`config.mk`:
```
export PLATFORM = sky130hd
export DESIGN_NAME = expression_lexer_with_interning_core
export DESIGN_NICKNAME = d
export VERILOG_FILES = /design/src/rtl/exlex_pkg.sv /design/src/rtl/expression_lexer_with_interning_core.sv
export SDC_FILE = /design/constraint.sdc
export NUM_CORES = 2
export LEC_CHECK = 0
export ABC_AREA = 1
export BUFFER_PORTS_ARGS = -buffer_cell sky130_fd_sc_hd__buf_2
export CORE_UTILIZATION = 57
export CTS_CLUSTER_DIAMETER = 50
export CTS_CLUSTER_SIZE = 16
export DETAILED_ROUTE_END_ITERATION = 10
export PLACE_DENSITY = 0.79
export SETUP_SLACK_MARGIN = 0.2
export SYNTH_ARGS = -nofsm -noshare
export SYNTH_HDL_FRONTEND = slang
export SYNTH_SLANG_ARGS = --single-unit
```
`constraint.sdc`:
```
create_clock -name i_clk -period 4.5 [get_ports i_clk]
set_input_delay 0.45 -clock i_clk [delete_from_list [all_inputs] [get_ports i_clk]]
set_output_delay 0.45 -clock i_clk [all_outputs]
set_load 0.03 [all_outputs]
```
`src/rtl/exlex_pkg.sv`:
```
// Shared types, token codes and keyword tables for the expression lexer.
`timescale 1ns / 1ps

package exlex_pkg;

    // Token kinds
    localparam logic [2:0] KIND_OP   = 3'd0;
    localparam logic [2:0] KIND_FUNC = 3'd1;
    localparam logic [2:0] KIND_NUM  = 3'd2;
    localparam logic [2:0] KIND_VAR  = 3'd3;
    localparam logic [2:0] KIND_ERR  = 3'd4;

    // Operator codes
    localparam logic [2:0] OP_ADD   = 3'd0;
    localparam logic [2:0] OP_SUB   = 3'd1;
    localparam logic [2:0] OP_MUL   = 3'd2;
    localparam logic [2:0] OP_DIV   = 3'd3;
    localparam logic [2:0] OP_POW   = 3'd4;
    localparam logic [2:0] OP_OPEN  = 3'd5;
    localparam logic [2:0] OP_CLOSE = 3'd6;
    localparam logic [2:0] OP_EOL   = 3'd7;

    // Error codes
    localparam logic [2:0] ERR_CHAR = 3'd0;
    localparam logic [2:0] ERR_LONG = 3'd1;
    localparam logic [2:0] ERR_FULL = 3'd2;

    // Lexer modes
    localparam logic [1:0] MODE_IDLE = 2'd0;
    localparam logic [1:0] MODE_NUM  = 2'd1;
    localparam logic [1:0] MODE_WORD = 2'd2;
    localparam logic [1:0] MODE_OVL  = 2'd3;

    // Character codes
    localparam logic [7:0] CH_NUL   = 8'h00;
    localparam logic [7:0] CH_TAB   = 8'h09;
    localparam logic [7:0] CH_SPACE = 8'h20;
    localparam logic [7:0] CH_OPEN  = 8'h28;
    localparam logic [7:0] CH_CLOSE = 8'h29;
    localparam logic [7:0] CH_MUL   = 8'h2a;
    localparam logic [7:0] CH_ADD   = 8'h2b;
    localparam logic [7:0] CH_SUB   = 8'h2d;
    localparam logic [7:0] CH_DIV   = 8'h2f;
    localparam logic [7:0] CH_ZERO  = 8'h30;
    localparam logic [7:0] CH_NINE  = 8'h39;
    localparam logic [7:0] CH_POW   = 8'h5e;
    localparam logic [7:0] CH_LOW_A = 8'h61;
    localparam logic [7:0] CH_LOW_Z = 8'h7a;

    // Built-in function names
    localparam int FUNC_COUNT = 5;

    // One pending token job: a ready token, or a word that needs a lookup
    typedef struct packed {
        logic        srch;
        logic [2:0]  kind;
        logic [2:0]  code;
        logic [31:0] value;
    } t_job;

    // Letter of function name idx at position pos, zero past its end
    function automatic logic [7:0] func_char(input logic [2:0] idx, input logic [7:0] pos);
        logic [23:0] txt;
        logic [7:0]  ch;
        case (idx)
            3'd0: txt = "sin";
            3'd1: txt = "cos";
            3'd2: txt = "tan";
            3'd3: txt = "ctg";
            3'd4: txt = {"ln", 8'h00};
            default: txt = 24'd0;
        endcase
        case (pos)
            8'd0: ch = txt[23:16];
            8'd1: ch = txt[15:8];
            8'd2: ch = txt[7:0];
            default: ch = 8'h00;
        endcase
        return ch;
    endfunction

    // Length of function name idx
    function automatic logic [1:0] func_len(input logic [2:0] idx);
        logic [1:0] len;
        len = (idx == 3'd4) ? 2'd2 : 2'd3;
        return len;
    endfunction

endpackage

```
`src/rtl/expression_lexer_with_interning_core.sv`:
```
// Expression lexer: tokenizes text bytes and interns variable names.
//
//  channel   dir  tdata                                   tuser       tlast
//  s_axis    in   [7:0] character                         -           end_of_text
//  m_axis    out  [2:0] code, [34:3] number, [38:35] var  [2:0] kind  last_of_run
//
// A byte that makes no token leaves the intake open; each ready token waits for a free output register.
// A word end runs a lookup on the shared byte comparator: it dispatches and checks
// the function names; on no match it reads and checks the length of each table entry
// and each byte of entries with the same length, claims a slot for a name not found
// while the table has room, then emits the result (the name table reads are registered).
// Reset clears the mode, accumulator, counters and output valid; the name memories
// need no clearing pass. A full output register holds the sequencer, and the intake
// stays closed while the sequencer still has tokens of the last byte to emit.
`timescale 1ns / 1ps

module expression_lexer_with_interning_core
    import exlex_pkg::*;
#(
    parameter int MAX_VARIABLES = 16,
    parameter int MAX_NAME_LEN  = 16
) (
    input  logic        i_clk,
    input  logic        i_rst_n,
    input  logic        i_s_axis_tvalid,
    output logic        o_s_axis_tready,
    input  logic [7:0]  i_s_axis_tdata,   // [7:0] character
    input  logic        i_s_axis_tlast,   // end_of_text
    output logic        o_m_axis_tvalid,
    input  logic        i_m_axis_tready,
    output logic [39:0] o_m_axis_tdata,   // [2:0] token_code, [34:3] number_value,
                                          // [38:35] variable_index, [39] zero
    output logic [2:0]  o_m_axis_tuser,   // [2:0] token_kind
    output logic        o_m_axis_tlast    // last_of_run
);

    localparam int VIW = (MAX_VARIABLES > 1) ? $clog2(MAX_VARIABLES) : 1;
    localparam int CW  = $clog2(MAX_VARIABLES + 1);
    localparam int WLW = $clog2(MAX_NAME_LEN + 1);
    localparam int LW  = $clog2(MAX_NAME_LEN);
    localparam int NS  = (MAX_VARIABLES + 1) * MAX_NAME_LEN;
    localparam int AW  = $clog2(NS);

    localparam logic [2:0] ST_IDLE     = 3'd0;
    localparam logic [2:0] ST_JOB      = 3'd1;
    localparam logic [2:0] ST_FUNC     = 3'd2;
    localparam logic [2:0] ST_LEN_RD   = 3'd3;
    localparam logic [2:0] ST_LEN_CHK  = 3'd4;
    localparam logic [2:0] ST_BYTE_RD  = 3'd5;
    localparam logic [2:0] ST_BYTE_CHK = 3'd6;
    localparam logic [2:0] ST_PUT      = 3'd7;

    // Sequencer and lexer state
    logic [2:0]            r_state;
    logic [1:0]            r_mode;
    logic [31:0]           r_acc;
    logic [WLW-1:0]        r_wlen;
    logic [FUNC_COUNT-1:0] r_fm;
    logic [CW-1:0]         r_count;
    logic [AW-1:0]         r_cur_base;
    logic [1:0]            r_njobs;
    logic                  r_jsel;
    logic [CW-1:0]         r_i;
    logic [AW-1:0]         r_base;
    logic [LW-1:0]         r_j;
    logic                  r_out_valid;

    // Payload registers
    t_job                  r_job [2];
    logic [WLW-1:0]        r_slen;
    logic [FUNC_COUNT-1:0] r_sfm;
    logic [2:0]            r_res_kind;
    logic [2:0]            r_res_code;
    logic [3:0]            r_res_vi;
    logic [2:0]            r_out_kind;
    logic [2:0]            r_out_code;
    logic [31:0]           r_out_value;
    logic [3:0]            r_out_vi;
    logic                  r_out_last;

    // Name memories
    logic [7:0]            r_name_mem [NS];
    logic [WLW-1:0]        r_len_mem [MAX_VARIABLES];
    logic [7:0]            r_rd_a;
    logic [7:0]            r_rd_b;
    logic [WLW-1:0]        r_len_rd;

    // Accept-side next values
    logic [1:0]            n_mode;
    logic [31:0]           n_acc;
    logic [WLW-1:0]        n_wlen;
    logic [FUNC_COUNT-1:0] n_fm;
    logic [WLW-1:0]        n_slen;
    logic [FUNC_COUNT-1:0] n_sfm;
    logic [1:0]            n_njobs;
    t_job                  n_job0;
    t_job                  n_job1;

    logic                  s_accept;
    logic [7:0]            c;
    logic                  is_digit;
    logic                  is_lower;
    logic                  name_we;
    logic [AW-1:0]         name_waddr;
    logic [AW-1:0]         addr_a;
    logic [AW-1:0]         addr_b;
    logic                  len_we;
    logic                  out_free;
    logic                  out_load;
    logic [2:0]            out_kind;
    logic [2:0]            out_code;
    logic [31:0]           out_value;
    logic [3:0]            out_vi;
    logic                  job_last;
    t_job                  cur_job;
    logic                  func_hit;
    logic [2:0]            func_code;
    logic                  table_end;
    logic                  table_full;
    logic                  byte_last;

    // Token job for flushing a pending run
    function automatic t_job flush_job(input logic [1:0] mode, input logic [31:0] acc);
        t_job j;
        j.srch  = (mode == MODE_WORD);
        j.kind  = (mode == MODE_NUM) ? KIND_NUM : KIND_ERR;
        j.code  = (mode == MODE_NUM) ? 3'd0 : ERR_LONG;
        j.value = (mode == MODE_NUM) ? acc : 32'd0;
        return j;
    endfunction

    assign s_accept        = i_s_axis_tvalid && (r_state == ST_IDLE);
    assign o_s_axis_tready = (r_state == ST_IDLE);
    assign c               = i_s_axis_tdata;
    assign is_digit        = (c >= CH_ZERO) && (c <= CH_NINE);
    assign is_lower        = (c >= CH_LOW_A) && (c <= CH_LOW_Z);

    // Classify the byte, update the run and build up to two token jobs
    always_comb begin
        logic                  v0;
        logic                  v1;
        logic                  v2;
        logic [1:0]            mode_a;
        logic [31:0]           acc_a;
        logic [WLW-1:0]        wlen_a;
        logic [FUNC_COUNT-1:0] fm_a;
        logic [1:0]            mode_b;
        logic [31:0]           acc_b;
        logic [WLW-1:0]        wlen_b;
        logic [FUNC_COUNT-1:0] fm_b;
        t_job                  j0;
        t_job                  j1;
        t_job                  j2;

        v0 = ((r_mode == MODE_NUM) && !is_digit) ||
             (((r_mode == MODE_WORD) || (r_mode == MODE_OVL)) && !is_lower);
        j0 = flush_job(r_mode, r_acc);

        mode_a = v0 ? MODE_IDLE : r_mode;
        acc_a  = v0 ? 32'd0 : r_acc;
        wlen_a = v0 ? '0 : r_wlen;
        fm_a   = r_fm;

        mode_b  = mode_a;
        acc_b   = acc_a;
        wlen_b  = wlen_a;
        fm_b    = fm_a;
        name_we = 1'b0;
        v1      = 1'b0;
        j1      = '{srch: 1'b0, kind: KIND_OP, code: OP_ADD, value: 32'd0};

        if (is_digit) begin
            mode_b = MODE_NUM;
            acc_b  = (acc_a << 3) + (acc_a << 1) + {28'd0, c[3:0]};
        end else if (is_lower) begin
            if (mode_a == MODE_IDLE) begin
                mode_a = MODE_WORD;
                wlen_a = '0;
                fm_a   = '1;
            end
            mode_b = mode_a;
            fm_b   = fm_a;
            if (mode_a == MODE_WORD) begin
                if (wlen_a < WLW'(MAX_NAME_LEN)) begin
                    name_we = s_accept;
                    wlen_b  = wlen_a + WLW'(1);
                    for (int k = 0; k < FUNC_COUNT; k++) begin
                        fm_b[k] = fm_a[k] && (func_char(3'(k), 8'(wlen_a)) == c);
                    end
                end else begin
                    mode_b = MODE_OVL;
                end
            end
        end else begin
            v1 = 1'b1;
            case (c)
                CH_SPACE, CH_TAB: v1 = 1'b0;
                CH_ADD:   j1.code = OP_ADD;
                CH_SUB:   j1.code = OP_SUB;
                CH_MUL:   j1.code = OP_MUL;
                CH_DIV:   j1.code = OP_DIV;
                CH_POW:   j1.code = OP_POW;
                CH_OPEN:  j1.code = OP_OPEN;
                CH_CLOSE: j1.code = OP_CLOSE;
                CH_NUL:   j1.code = OP_EOL;
                default: begin
                    j1.kind = KIND_ERR;
                    j1.code = ERR_CHAR;
                end
            endcase
        end

        name_waddr = r_cur_base + AW'(wlen_a);

        v2 = i_s_axis_tlast && (mode_b != MODE_IDLE);
        j2 = flush_job(mode_b, acc_b);

        if (i_s_axis_tlast) begin
            n_mode = MODE_IDLE;
            n_acc  = 32'd0;
            n_wlen = '0;
        end else begin
            n_mode = mode_b;
            n_acc  = acc_b;
            n_wlen = wlen_b;
        end
        n_fm = fm_b;

        // Only one word lookup can arise from one byte
        if (v0 && (r_mode == MODE_WORD)) begin
            n_slen = r_wlen;
            n_sfm  = r_fm;
        end else begin
            n_slen = wlen_b;
            n_sfm  = fm_b;
        end

        n_njobs = 2'(v0) + 2'(v1) + 2'(v2);
        n_job0  = v0 ? j0 : (v1 ? j1 : j2);
        n_job1  = (v0 && v1) ? j1 : j2;
    end

    // Lookup helpers
    always_comb begin
        func_hit  = 1'b0;
        func_code = 3'd0;
        for (int k = 0; k < FUNC_COUNT; k++) begin
            if (r_sfm[k] && (r_slen == WLW'(func_len(3'(k))))) begin
                func_hit  = 1'b1;
                func_code = 3'(k);
            end
        end
    end

    assign table_end  = (r_i == r_count);
    assign table_full = (r_count == CW'(MAX_VARIABLES));
    assign byte_last  = ((WLW'(r_j) + WLW'(1)) == r_slen);
    assign len_we     = (r_state == ST_LEN_RD) && table_end && !table_full;
    assign addr_a     = r_base + AW'(r_j);
    assign addr_b     = r_cur_base + AW'(r_j);

    // Select what goes into the output register
    assign out_free = !r_out_valid || i_m_axis_tready;
    assign cur_job  = r_job[r_jsel];
    assign job_last = r_jsel || (r_njobs == 2'd1);

    always_comb begin
        out_load  = 1'b0;
        out_kind  = cur_job.kind;
        out_code  = cur_job.code;
        out_value = cur_job.value;
        out_vi    = 4'd0;
        case (r_state)
            ST_JOB: out_load = out_free && !cur_job.srch;
            ST_PUT: begin
                out_load  = out_free;
                out_kind  = r_res_kind;
                out_code  = r_res_code;
                out_value = 32'd0;
                out_vi    = r_res_vi;
            end
            default: out_load = 1'b0;
        endcase
    end

    // Name memory: byte write at intake, two registered compare reads
    always_ff @(posedge i_clk) begin
        if (name_we) begin
            r_name_mem[name_waddr] <= c;
        end
        r_rd_a <= r_name_mem[addr_a];
        r_rd_b <= r_name_mem[addr_b];
    end

    // Name length memory
    always_ff @(posedge i_clk) begin
        if (len_we) begin
            r_len_mem[r_count[VIW-1:0]] <= r_slen;
        end
        r_len_rd <= r_len_mem[r_i[VIW-1:0]];
    end

    // Sequencer and lexer control state
    always_ff @(posedge i_clk) begin
        if (!i_rst_n) begin
            r_state     <= ST_IDLE;
            r_mode      <= MODE_IDLE;
            r_acc       <= 32'd0;
            r_wlen      <= '0;
            r_fm        <= '0;
            r_count     <= '0;
            r_cur_base  <= '0;
            r_njobs     <= 2'd0;
            r_jsel      <= 1'b0;
            r_i         <= '0;
            r_base      <= '0;
            r_j         <= '0;
            r_out_valid <= 1'b0;
        end else begin
            if (out_load) begin
                r_out_valid <= 1'b1;
            end else if (i_m_axis_tready) begin
                r_out_valid <= 1'b0;
            end

            case (r_state)
                ST_IDLE: begin
                    if (s_accept) begin
                        r_mode  <= n_mode;
                        r_acc   <= n_acc;
                        r_wlen  <= n_wlen;
                        r_fm    <= n_fm;
                        r_njobs <= n_njobs;
                        r_jsel  <= 1'b0;
                        if (n_njobs != 2'd0) begin
                            r_state <= ST_JOB;
                        end
                    end
                end
                ST_JOB: begin
                    if (cur_job.srch) begin
                        r_state <= ST_FUNC;
                    end else if (out_free) begin
                        if (job_last) begin
                            r_state <= ST_IDLE;
                        end else begin
                            r_jsel <= 1'b1;
                        end
                    end
                end
                ST_FUNC: begin
                    r_i    <= '0;
                    r_base <= '0;
                    r_state <= func_hit ? ST_PUT : ST_LEN_RD;
                end
                ST_LEN_RD: begin
                    if (table_end) begin
                        if (!table_full) begin
                            r_count    <= r_count + CW'(1);
                            r_cur_base <= r_cur_base + AW'(MAX_NAME_LEN);
                        end
                        r_state <= ST_PUT;
                    end else begin
                        r_state <= ST_LEN_CHK;
                    end
                end
                ST_LEN_CHK: begin
                    if (r_len_rd == r_slen) begin
                        r_j     <= '0;
                        r_state <= ST_BYTE_RD;
                    end else begin
                        r_i     <= r_i + CW'(1);
                        r_base  <= r_base + AW'(MAX_NAME_LEN);
                        r_state <= ST_LEN_RD;
                    end
                end
                ST_BYTE_RD: begin
                    r_state <= ST_BYTE_CHK;
                end
                ST_BYTE_CHK: begin
                    if (r_rd_a != r_rd_b) begin
                        r_i     <= r_i + CW'(1);
                        r_base  <= r_base + AW'(MAX_NAME_LEN);
                        r_state <= ST_LEN_RD;
                    end else if (byte_last) begin
                        r_state <= ST_PUT;
                    end else begin
                        r_j     <= r_j + LW'(1);
                        r_state <= ST_BYTE_RD;
                    end
                end
                ST_PUT: begin
                    if (out_free) begin
                        if (job_last) begin
                            r_state <= ST_IDLE;
                        end else begin
                            r_jsel  <= 1'b1;
                            r_state <= ST_JOB;
                        end
                    end
                end
                default: r_state <= ST_IDLE;
            endcase
        end
    end

    // Payload: jobs, lookup operands, lookup result and output register
    always_ff @(posedge i_clk) begin
        if (s_accept) begin
            r_job[0] <= n_job0;
            r_job[1] <= n_job1;
            r_slen   <= n_slen;
            r_sfm    <= n_sfm;
        end
        case (r_state)
            ST_FUNC: begin
                r_res_kind <= KIND_FUNC;
                r_res_code <= func_code;
                r_res_vi   <= 4'd0;
            end
            ST_LEN_RD: begin
                r_res_kind <= table_full ? KIND_ERR : KIND_VAR;
                r_res_code <= table_full ? ERR_FULL : 3'd0;
                r_res_vi   <= table_full ? 4'd0 : 4'(r_count);
            end
            ST_BYTE_CHK: begin
                r_res_kind <= KIND_VAR;
                r_res_code <= 3'd0;
                r_res_vi   <= 4'(r_i);
            end
            default: r_res_kind <= r_res_kind;
        endcase
        if (out_load) begin
            r_out_kind  <= out_kind;
            r_out_code  <= out_code;
            r_out_value <= out_value;
            r_out_vi    <= out_vi;
            r_out_last  <= job_last;
        end
    end

    assign o_m_axis_tvalid = r_out_valid;
    assign o_m_axis_tdata  = {1'b0, r_out_vi, r_out_value, r_out_code};
    assign o_m_axis_tuser  = r_out_kind;
    assign o_m_axis_tlast  = r_out_last;

`ifndef SYNTHESIS
    // Table count never passes its capacity
    a_count_bound: assert property (@(posedge i_clk) disable iff (!i_rst_n)
        r_count <= CW'(MAX_VARIABLES))
        else $error("variable count exceeds table capacity");

    // A byte that makes tokens closes the intake on the next cycle
    a_busy_after_tokens: assert property (@(posedge i_clk) disable iff (!i_rst_n)
        (s_accept && (n_njobs != 2'd0)) |=> !o_s_axis_tready)
        else $error("intake open while tokens are pending");

    // A lookup always has at least one letter
    a_word_nonempty: assert property (@(posedge i_clk) disable iff (!i_rst_n)
        (r_state == ST_FUNC) |-> (r_slen != '0))
        else $error("lookup started on an empty word");

    // Byte compare stays inside the word
    a_byte_in_word: assert property (@(posedge i_clk) disable iff (!i_rst_n)
        (r_state == ST_BYTE_CHK) |-> (WLW'(r_j) < r_slen))
        else $error("byte compare beyond word length");

    // The second job slot is used only when two jobs are pending
    a_two_jobs: assert property (@(posedge i_clk) disable iff (!i_rst_n)
        (r_state == ST_JOB && r_jsel) |-> (r_njobs == 2'd2))
        else $error("second job selected with a single job");
`endif

endmodule
```
======== After elaboration in Yosys (flattened, before gate mapping) ========
Memories as Yosys holds them, arrays and structs flattened. A register that Yosys moved wholly into a read port is not among the register bits.
Cells that the tools add are included.
word-level totals
  register bits ........................... 146
  bits in writable memories ............... 2334
  input bits .............................. 13
  word-level logic and storage cells ...... 276
  memories ................................ 3
cells by class
  $add $sub $neg .......................... 14
  order comparisons ....................... 5
  equal/unequal tests ..................... 48
  multiplexer cells ....................... 133
  bitwise logic cells ..................... 1
  reductions and logical operators ........ 49
memory list
  name        words  width  read ports  clocked after Yosys merged registers in  write ports  line                                        source
  r_name_mem  272    8      2           2                                        1            expression_lexer_with_interning_core.sv:82  logic [7:0] r_name_mem [NS];
  r_len_mem   16     5      1           1                                        1            expression_lexer_with_interning_core.sv:83  logic [WLW-1:0] r_len_mem [MAX_VARIABLES];
  r_job       2      39     1           1                                        2            expression_lexer_with_interning_core.sv:69  t_job r_job [2];
operators with widths
  operator             count
  $mux 32              5
  $mux 8               20
  $mux 39              3
  $mux 5               22
  $pmux 7 s3           4
  $eq 8x6->1 const B   7
  $mux 3               18
  $eq 8x8->1           5
  $add 32x32->32       1
  $add 32x4->32        1
  $mux 1               30
  $pmux 9 s3           1
  $mux 2               12
  $pmux 3 s8           1
  $logic_and 1x1->1    21
  $pmux 3 s7           1
  $add 9x4->9          2
  $add 9x5->9 const B  2
  $mux 9               2
  $pmux 3 s3           2
  $mux 4               4
  $add 5x1->5 const B  3
  $eq 5x2->1 const B   3
  $eq 5x5->1           3
  45 further kinds     77

======== Logic depth before layout (Yosys ltp) ========
  word-level depth ........................ 23
  mapped depth ............................ 28
  mapped depth without buffers ............ 26

======== Worst setup path before layout ========
OpenSTA, ideal clock, no wires.
  kind .................................... flip-flop to flip-flop
  from .................................... register r_state[0]
  to ...................................... memory r_job[0][0] (netlist name) (enable)
  setup time .............................. 0.484 ns
  data arrival time ....................... 4.006 ns
  required time ........................... 4.016 ns
  path slack .............................. 0.010 ns
  cell stages (with the launch flop) ...... 8
  buffers on the path ..................... 2
  path through ............................ dfxtp_1 > clkbuf_1 > nor2_1 > nand2_1 > inv_1 > nand2_1 > inv_1 > clkbuf_1
RTL lines
  item                    line                                         source
  start, declared         expression_lexer_with_interning_core.sv:54   logic [2:0] r_state;
  start signal, assigned  expression_lexer_with_interning_core.sv:354  r_state <= func_hit ? ST_PUT : ST_LEN_RD;
  end, declared           expression_lexer_with_interning_core.sv:69

======== Final worst setup path ========
  from .................................... input port i_s_axis_tdata[5]
  to ...................................... memory r_name_mem[42][5] (enable)
on the way
  longest elaborated chain between the ends .. 17
  elaborated cells on any way between the ends .. 31
  those cells by class .................... 1 x add/sub; 5 x order compare; 1 x eq/ne; 16 x mux; 8 x reduce/logical
ends and longest elaborated chain
  item                                         line                                                                                      source
  start, declared                              expression_lexer_with_interning_core.sv:27                                                input logic [7:0] i_s_axis_tdata,
  $ge 8x6->1 (tied with other cells)           expression_lexer_with_interning_core.sv:135                                               assign is_digit = (c >= CH_ZERO) && (c <= CH_NINE);
  $logic_and 1x1->1, on equally long branches  expression_lexer_with_interning_core.sv:135, expression_lexer_with_interning_core.sv:136
  $logic_not 1->1, on equally long branches    expression_lexer_with_interning_core.sv:155, expression_lexer_with_interning_core.sv:156
  $logic_and 1x1->1, on equally long branches  expression_lexer_with_interning_core.sv:155, expression_lexer_with_interning_core.sv:156
  $logic_or 1x1->1                             expression_lexer_with_interning_core.sv:155                                               v0 = ((r_mode == MODE_NUM) && !is_digit) ||
  $mux 2                                       expression_lexer_with_interning_core.sv:159                                               mode_a = v0 ? MODE_IDLE : r_mode;
  $logic_not 2->1                              expression_lexer_with_interning_core.sv:176                                               if (mode_a == MODE_IDLE) begin
  $mux 5                                       expression_lexer_with_interning_core.sv:176
  $mux 5                                       expression_lexer_with_interning_core.sv:175                                               end else if (is_lower) begin
  $mux 5                                       expression_lexer_with_interning_core.sv:172                                               if (is_digit) begin
  $lt 5x5->1                                   expression_lexer_with_interning_core.sv:184                                               if (wlen_a < WLW'(MAX_NAME_LEN)) begin
  $mux 1                                       expression_lexer_with_interning_core.sv:184
  $mux 1                                       expression_lexer_with_interning_core.sv:183                                               if (mode_a == MODE_WORD) begin
  $mux 1                                       expression_lexer_with_interning_core.sv:175
  $mux 1                                       expression_lexer_with_interning_core.sv:172
  $mux 1                                       expression_lexer_with_interning_core.sv:288                                               if (name_we) begin
  $mux 1 (implied by the code)                 expression_lexer_with_interning_core.sv:289                                               r_name_mem[name_waddr] <= c;
  end, declared                                expression_lexer_with_interning_core.sv:82
Parallel ways exist; a longest one is shown, timed or not. The select of a mux whose other input is x is not followed.

==> summary.md <==
| Metric | Value |
|---|---|
| Crit path capture type | `register` |
| First-pass GRT wire length | `429,000 µm` |
| Number of H-tree levels | `4` |
| Netlist cell types | `57` |
| Max Cap Viol | `0` |
| Post-synthesis cell area | `104,000 µm²` |
| Fin util | `63.4%` |
| Final clock skew | `0.0364 ns` |
| Vias per inst | `6.50` |
| Sequential element share of the synthesized area | `71.1%` |
| Most frequent cells in the layout | `edfxtp_1 (2,395), nor2_1 (1,658), o21ai_0 (1,360)` |
| Vias in the first global route | `69,200` |
| Yosys reg bits | `2,492` |
| Largest net degree at the start of global routing | `187` |
| RSZ-0062 raised after global routing | `yes` |
| DR pass1 iterations | `9` |
| Layout area overhead | `10.4%` |
| Final worst slack | `0.172 ns` |
| Fin area | `115,000 µm²` |
| Clock transition at path regs | `0.08 ns` |
| Slew Limit Fails | `0` |
| Clock latency on the worst-skew pair | `0.89 ns` |
| Placed inst area | `109,000 µm²` |
| Row cnt | `156` |
| Hold Fails Final Rpt | `0` |
| Worst Setup SP | `i_s_axis_tdata[5]` |
| Die area | `184,000 µm²` |
| GRT Overall Usage | `30.9%` |
| Hold Path Depth | `2` |
| Initial Utilization | `57.4%` |
| Max Clk Rate | `231 MHz` |
| Dpl hpwl | `175,000 µm` |
| Warnings from Yosys | `0` |
| Worst-path fanout max | `16` |
| Gpl congestion | `0.978` |
| Initial DRC count | `11,600` |
| Power per standard cell area | `467 nW/µm²` |
| Syn Inst Count | `8,652` |
| Final WL | `290,000 µm` |
| Drc violations | `0` |
| Peak supply drop | `0.349 mV` |
| Top-level port count | `59` |
| Initial antenna violation count | `7` |
| Worst R2R End | `r_name_mem[42][5]` |
| CP endpoint | `r_name_mem[42][5]` |
| Layout fillers | `12,900` |
| Reg2reg start | `r_mode[1]` |
| CTS tree | `done` |
| Die Span X | `429 µm` |
| Req. time, crit path | `5.06 ns` |
| GR Overflow Total | `0` |
| Core Area | `181,000 µm²` |
| Worst slew pin tran | `1.30 ns` |
| Dpl ws | `-0.0214 ns` |
| Clk sink count | `2,492` |
| CTS buffer count | `198` |
| Antenna Nets Post-Route | `0` |
| Post-Layout Cell Count | `11,200` |
| Final worst path period need | `4.33 ns` |
| R2R setup slack | `0.34 ns` |
| Setup Viol. Count Final | `0` |
| Height of the die | `429 µm` |
| Port-buffer cells | `57` |
| Tcrit/Tclk final | `96.2%` |
| Max clock buf depth | `3` |
| Nets | `8,824` |
| Routed len/inst | `25.8 µm` |
| HP Class | `input pin to register` |
| Syn avg cell area | `12.0 µm²` |
| Crit path DAT | `4.89 ns` |
| Leak | `0.0386 µW` |
| Syn_nets | `8,735` |
| Worst Setup Start Kind | `input pin` |
| Commonest non-fill, non-tap cell in the layout | `edfxtp_1` |
| Worst Reg-to-Reg Cells | `17` |
| Root Buffer Master | `clkbuf_16` |
| Routed via count | `73,000` |
| Placed Cells | `10,900` |
| Share of layout cells above drive strength 1 | `10.4%` |
| Status | `finished, final reports clean` |
| Slew HR | `13.1%` |
| Critical path class | `input pin to register` |
[sequential cells by signal (all words and copies together), names as in the netlist, 8 cells and up, named ones only]
name	count
r_rd_a	8
r_name_mem	2176
r_rd_b	8
r_acc	32
r_job	76
r_len_mem	80
r_out_value	32
[cells by family (layout without fill, tap and decap cells)]
logic type	after synthesis	after routing	synth area share, %
other cells	1	5	0.00361
flops	2492	2492	71.1
mux	33	33	0.357
simple gates	2853	2853	11.1
fa+ha+maj	70	70	0.858
compound gates	2299	2299	12.9
buf+inv	855	1059	3.20
xor+xnor	49	49	0.413
[report_power, final]
group	leakage [µW]	internal, µW	total [µW]	switching [µW]
logic	0.0133	2680	10300	7610
registers	0.0224	26100	26400	292
clock network	0.00294	8630	16800	8210
[cell usage after synthesis, drive strengths merged]
cell type	count	area, µm²
o211ai	187	1400
mux2	32	360
a22oi	1	7.51
a21o	4	30.0
or2	11	68.8
a221o	1	10.0
a31o	3	26.3
o2111ai	2	23.8
o21ai	1363	6820
nor4	9	101
ha	68	851
nand4	23	150
a221oi	1	8.76
edfxtp	2395	71900
o21bai	9	67.6
xnor2	26	228
o31ai	4	30.0
nor2	1714	6610
o211a	1	10.0
xor2	23	201
o221ai	244	2140
clkbuf	504	1890
o41ai	3	26.3
a211oi	10	75.1
buf	97	480
conb	1	3.75
fa	2	40.0
o22ai	294	1840
nor3	32	176
a21boi	2	15.0
nand2	777	2990
clkinv	6	22.5
a31oi	7	43.8
nor3b	1	7.51
dfxtp	97	1940
nand3	286	1470
a21oi	162	811
o21a	1	7.51
mux2i	1	10.0
inv	248	933
[critical path: stages]
cell	delay [ns]
dlygate4sd3_1	0.56
buf_8	0.16
nand2_1	0.09
nor2_1	0.19
nand3_4	0.16
nand2_4	0.10
nand2_4	0.08
inv_2	0.07
nand2_1	0.09
nor2_1	0.38
ha_1	0.27
ha_1	0.21
nand2_1	0.09
xor2_1	0.18
inv_1	0.10
nor2_1	0.17
inv_1	0.08
nor2_1	0.27
nand2_1	0.61
nor2_1	0.31
buf_4	0.22
[layer usage]
layer | GRT usage (%) | vias up | share of wire (%)
met5 | 0 | - | 0.0090
met4 | 16.7 | 4 | 5.8
li1 | - | 31800 | -
met1 | 40.6 | 35200 | 36
met3 | 7.89 | 817 | 13
met2 | 47.5 | 5111 | 45
[layout make-up]
type | instances | area (µm²) | area share [%]
antenna | 4 | 10.0 | 0.00873
clock buffer | 241 | 5210 | 4.54
clock inverter | 74 | 852 | 0.743
inverter | 254 | 982 | 0.857
multi-input combinational | 5305 | 26700 | 23.3
sequential | 2492 | 73900 | 64.4
tap | 2370 | 2970 | 2.59
timing repair buffer | 490 | 4010 | 3.50
[timing repair]
item / in CTS / in global routing
hold buffers: 3 / 0
endpoints found under the setup margin: 0 / 594
resized for setup: 0 / 9
setup buffers: 0 / 0
hold endpoints to repair: 24 / 0
[worst min path at each step]
stage / slack, ns / to / from
3_3_place_gp: 0.45 / r_acc[15] / r_acc[15]
6_report: 0.09 / r_name_mem[118][2] / i_s_axis_tdata[2]
5_1_grt: 0.07 / r_state[1] / i_rst_n
3_5_place_dp: 0.46 / r_acc[6] / r_acc[6]
4_1_cts: 0.04 / r_state[1] / i_rst_n
2_1_floorplan: 0.44 / r_count[4] / r_count[4]
[through the flow]
stage,setup TNS (ns),power (µW),hold slack (ns)
4_1_cts,0,53300,0.0424
2_1_floorplan,0,32800,0.444
3_5_place_dp,-0.249,36800,0.457
3_3_place_gp,0,36600,0.452
5_1_grt,0,55100,0.0734
6_report,0,53500,0.0918
(Power assumes the default switching activity.)
